<file path="src/rtl/srdb_pkg.sv">
package srdb_pkg;

    localparam int SETS_DEF     = 2048;
    localparam int WAYS_DEF     = 16;
    localparam int SIG_BITS_DEF = 4;
    localparam int SET_W        = 11;
    localparam int WAY_W        = 4;
    localparam int ADDR_W       = 48;
    localparam int PERIOD_W     = 5;
    localparam int COUNT_W      = 20;
    localparam int BADDR_W      = 32;
    localparam logic [PERIOD_W-1:0] PERIOD_RESET = 5'd12;

    localparam logic OP_VICTIM = 1'b0;
    localparam logic OP_UPDATE = 1'b1;

    typedef enum logic [3:0] {
        ST_CLEAR,
        ST_IDLE,
        ST_READ,
        ST_VICTIM,
        ST_AGE,
        ST_UPDATE,
        ST_DECAY,
        ST_OUT
    } state_t;

    typedef struct packed {
        logic clear_step;
        logic capture;
        logic read;
        logic victim_eval;
        logic age_write;
        logic update_write;
        logic decay_step;
    } cmd_t;

    typedef struct packed {
        logic clear_done;
        logic is_update;
        logic dead_found;
        logic decay_due;
        logic decay_done;
    } status_t;

endpackage

</file>
<file path="src/rtl/srdb_ctrl.sv">
module srdb_ctrl (
    input  logic              clk,
    input  logic              rst_n,
    input  logic              in_valid,
    output logic              in_ready,
    output logic              out_valid,
    input  logic              out_ready,
    input  srdb_pkg::status_t status,
    output srdb_pkg::cmd_t    cmd
);

    srdb_pkg::state_t state_reg, state_next;

    always_ff @(posedge clk or negedge rst_n)
    begin
        if (!rst_n)
        begin
            state_reg <= srdb_pkg::ST_CLEAR;
        end
        else
        begin
            state_reg <= state_next;
        end
    end

    always_comb
    begin
        state_next = state_reg;
        cmd        = '0;
        in_ready   = 1'b0;
        out_valid  = 1'b0;
        case (state_reg)
            srdb_pkg::ST_CLEAR:
            begin
                cmd.clear_step = 1'b1;
                if (status.clear_done)
                begin
                    state_next = srdb_pkg::ST_IDLE;
                end
            end
            srdb_pkg::ST_IDLE:
            begin
                in_ready = 1'b1;
                if (in_valid)
                begin
                    cmd.capture = 1'b1;
                    state_next  = srdb_pkg::ST_READ;
                end
            end
            srdb_pkg::ST_READ:
            begin
                cmd.read   = 1'b1;
                state_next = status.is_update ? srdb_pkg::ST_UPDATE : srdb_pkg::ST_VICTIM;
            end
            srdb_pkg::ST_VICTIM:
            begin
                cmd.victim_eval = 1'b1;
                state_next = status.dead_found ? srdb_pkg::ST_OUT : srdb_pkg::ST_AGE;
            end
            srdb_pkg::ST_AGE:
            begin
                cmd.age_write = 1'b1;
                state_next    = srdb_pkg::ST_OUT;
            end
            srdb_pkg::ST_UPDATE:
            begin
                cmd.update_write = 1'b1;
                state_next = status.decay_due ? srdb_pkg::ST_DECAY : srdb_pkg::ST_IDLE;
            end
            srdb_pkg::ST_DECAY:
            begin
                cmd.decay_step = 1'b1;
                if (status.decay_done)
                begin
                    state_next = srdb_pkg::ST_IDLE;
                end
            end
            srdb_pkg::ST_OUT:
            begin
                out_valid = 1'b1;
                if (out_ready)
                begin
                    state_next = srdb_pkg::ST_IDLE;
                end
            end
            default:
            begin
                state_next = srdb_pkg::ST_IDLE;
            end
        endcase
    end

endmodule

</file>
<file path="config.mk">
export PLATFORM = sky130hd
export DESIGN_NAME = srdb_ctrl
export DESIGN_NICKNAME = d
export VERILOG_FILES = /design/src/rtl/srdb_pkg.sv /design/src/rtl/srdb_ctrl.sv
export SDC_FILE = /design/constraint.sdc
export NUM_CORES = 1
export LEC_CHECK = 0
export ABC_AREA = 1
export BUFFER_PORTS_ARGS = -buffer_cell sky130_fd_sc_hd__buf_4
export CAP_MARGIN = 20
export CORE_AREA = 2 2 39 41
export CTS_CLUSTER_SIZE = 30
export DETAILED_ROUTE_END_ITERATION = 6
export DIE_AREA = 0 0 41 43
export PLACE_DENSITY = 0.6
export SLEW_MARGIN = 20
export SYNTH_ARGS = -nofsm -noshare
export SYNTH_HDL_FRONTEND = slang
export SYNTH_SLANG_ARGS = --single-unit
</file>
<file path="constraint.sdc">
create_clock -name clk -period 1.2 [get_ports clk]
set_input_delay 0.36 -clock clk [delete_from_list [all_inputs] [get_ports clk]]
set_output_delay 0.36 -clock clk [all_outputs]
set_load 0.1 [all_outputs]
</file>
Word-level counts from Yosys, hierarchy flattened. Cells that the tools add are included. W data, S select, Z words.

Word-level logic and storage cells: 32. Input bits: 9. Output and inout port bits: 9. Flip-flop bits (word level): 4.

Reduce and logical (&&, ||, !) cells: 2. Equality and inequality tests: 11. Mux-type cells: 18.

Operators with widths (count): $pmux W4 S8 (1); $eq A4 B3 Y1 const B (4); $mux W4 (4); $mux W1 (10); $eq A4 B2 Y1 const B (2); $ne A2 B2 Y1 const B (4); $mux W3 (2); $eq A4 B1 Y1 const B (1); $logic_not A4 Y1 (1); $reduce_and A4 Y1 (1); $mux W2 (1).

Depth between registers and ports, before layout.
Depth in word-level cells: 3. Gate-level depth with buffers: 8. Mapped depth without buffers: 7.

Worst setup path before layout. Ideal clock, no wire load.

Path kind: register to output. Start: register state_reg[0]. End: output port cmd[2] (netlist bit). Arrival time: 2573 ps. Cell stages (with the launch flop): 3. Slack: -1733 ps. Required time: 840 ps. Path through: dfrtp_1 buf_6 nor3_1.

RTL lines: from (decl) (line srdb_ctrl.sv:12) `srdb_pkg::state_t state_reg, state_next;`; from (signal assigned) (line srdb_ctrl.sv:18) `state_reg <= srdb_pkg::ST_CLEAR;`; from (signal assigned) (line srdb_ctrl.sv:22) `state_reg <= state_next;`; to (decl) (line srdb_ctrl.sv:9) `output srdb_pkg::cmd_t cmd`.

==> impl_metrics.toml <==
[sta]
fin_crit_sh = 1.35
worst_clock_skew_ps = 0.103
final.setup.worst_slack_ps = -418
setup_repair_after_global_routing_missed_its_margin = "true"
drv_slew = 0
clock.fmax_ghz = 0.618
finalHoldViolCount = 0
fin_worst_hold_slack_ps = 450
transition_time_at_the_pin_with_the_least_slew_margin_ps = 217
setup_viol = 12
timing.final.crit_period_ps = 1620
slew_headroom = 0.854
tns_ps = -4060

[cells_and_area]
area_growth_pct = 173
layout-drive-gt1-share = 0.755
layout.cells.most_common = "sky130_fd_sc_hd__buf_4"
number_of_flip_flops_under_the_largest_register_name = 3
most-common-layout-cells = "sky130_fd_sc_hd__buf_4 (20), sky130_fd_sc_hd__buf_6 (12), sky130_fd_sc_hd__buf_12 (9), sky130_fd_sc_hd__nand2_1 (6), sky130_fd_sc_hd__nor2_1 (5)"
antenna_cells = 0
nets = 104
final_core_utilization = 0.693

[worst_setup_path]
critPathSlowestCell = "sky130_fd_sc_hd__dfrtp_2"
timing.critical_path.from_type = "register"
path_cells = "clkinv_4, nor3_4, buf_12"
criticalPathCategory = "register to output port"
path_max_fanout = 6
critPathCaptureType = "output port"
timing.reg2reg.setup_slack_ps = -240
worst_path_largest_cell_delay_ps = 470
crit_arrival_ps = 1260
cp.required_ps = 840

[routing]
first_pass_iters = 2
remaining_drc_errors = 0
wl_microns = 1350
route.detailed.wl_per_inst_microns = 12.2
dr_total_vias = 490
vias_per_cell = 4.45
ant_nets = 0
detail_route.iter0.violations = 3

[synth]
synth-warning-count = 0
synth.yosys.seq_area_share = 0.214
synth-seq-cells = 3
synthesized_instance_count = 51
postSynthNetCount = 60
synth.distinct_cells = 20
synth_area_per_inst_sq_um = 6.89
synth.cell_area_sq_um = 352

[grt]
grt_usage = 0.166
global_route_wire_length_before_repair_microns = 1950
grt_pass1_vias = 466
antenna_found_initial = 0
largest_net_degree_at_the_start_of_global_routing = 7
grt_remaining_overflow = 0

[clock_tree]
count_of_h_tree_levels_built_during_cts = 1
clock_sinks = 3
clock_buffers_created_by_tritoncts = 3
cts-root-to-sink-buffers = 2
cts_tree = "yes"
clk_transition_reported_paths_ps = 40
clock_latency_late_sink_ps = 240
root_buffer = "sky130_fd_sc_hd__clkbuf_4"

[outcome]
outcome = "finished with violations"
failed_checks = "negative setup slack"

[die]
vertical_die_dimension_microns = 43
die_span_in_x_microns = 41
floorplan.io_pins = 18
die-area_sq_um = 1760
floorplan.rows = 14
floorplan.core_area_sq_um = 1380
initial_utilization = 0.254

[job]
max_cap_viol_count = 0

[placed_design]
hpwlAfterDp_microns = 812
port_buffers = 17
finalWeightedCongestion = 0.749

[worst_hold_path]
min-delay-path-class = "input pin to async pin"
-- through the flow --
| stage | std cells | setup slack (ps) | cell area [sq um] |
|---|---|---|---|
| 3_3_place_gp | 95 | -309 | 637 |
| 3_5_place_dp | 95 | -340 | 637 |
| 6_report | 110 | -418 | 958 |
| 5_1_grt | 110 | -459 | 958 |
| 2_1_floorplan | 51 | -469 | 418 |
| 4_1_cts | 105 | -434 | 845 |
-- timing repair --
action | 4_1_cts | 5_1_grt
gates resized for setup | 34 | 19
setup buffers | 5 | 6
endpoints found under the setup margin | 12 | 12
endpoints found under the hold margin | 3 | 0
hold buffers | 1 | 0
pin swaps | 5 | 12
cloned | 0 | 0
-- layout make-up --
class	instances	area, sq um
clock buffers	4	26.3
fillers	98	425
inverters	10	61.3
multi-input cells	35	297
flip-flops and latches	3	78.8
well taps	16	20.0
repair buffers	42	475
-- kinds of logic (layout without fill, tap and decap cells) --
| kind of cell | after synthesis | count (layout) | synth area share |
|---|---|---|---|
| and+or+nand+nor | 30 | 30 | 0.466 |
| buffers and inverters | 13 | 56 | 0.217 |
| AOI/OAI and AO/OA | 5 | 5 | 0.103 |
| DFF | 3 | 3 | 0.214 |
-- critical path, delay by kind of cell (launching register included) --
kind          cells  cell delay [ps]
buf+inv           2              340
simple gates      1              210
flops             1              470
-- metal layers --
layer | routed length [microns] | vias to the layer above | global-route usage
met2 | 700 | 13 | 0.244
met5 | 0 | - | 0
met3 | 51 | 3 | 0.0576
met4 | 14 | 0 | 0.0933
li1 | - | 248 | -
met1 | 579 | 226 | 0.203
-- cell usage after synthesis --
cell type                  number  share of area
sky130_fd_sc_hd__a21oi_1        1          0.014
sky130_fd_sc_hd__a21oi_2        1          0.025
sky130_fd_sc_hd__buf_6          3          0.096
sky130_fd_sc_hd__dfrtp_1        3           0.21
sky130_fd_sc_hd__inv_1          6          0.064
sky130_fd_sc_hd__inv_2          3          0.032
sky130_fd_sc_hd__inv_6          1          0.025
sky130_fd_sc_hd__nand2_1        6          0.064
sky130_fd_sc_hd__nand2_2        4          0.071
sky130_fd_sc_hd__nand2_4        1          0.032
sky130_fd_sc_hd__nand3_1        3          0.043
sky130_fd_sc_hd__nand3b_1       1          0.021
sky130_fd_sc_hd__nand4_1        2          0.036
sky130_fd_sc_hd__nor2_1         7          0.075
sky130_fd_sc_hd__nor2_4         2          0.064
sky130_fd_sc_hd__nor2b_1        1          0.018
sky130_fd_sc_hd__nor3_1         3          0.043
sky130_fd_sc_hd__o211a_1        1          0.028
sky130_fd_sc_hd__o211ai_1       1          0.021
sky130_fd_sc_hd__o21ai_1        1          0.014
-- path summary, 6_finish.rpt --
path                                end  cells past startpoint          from
min reg2reg                state_reg[1]                      3  state_reg[2]
min in group clk           state_reg[2]                      4     status[3]
max in group asynchronous  state_reg[1]                      2         rst_n
max                              cmd[3]                      3  state_reg[1]
min                        state_reg[0]                      2         rst_n
max reg2reg                state_reg[2]                      7  state_reg[0]
Power is not shown: default switching activity piles up to over one toggle a cycle in this logic, so the estimate is an artifact.
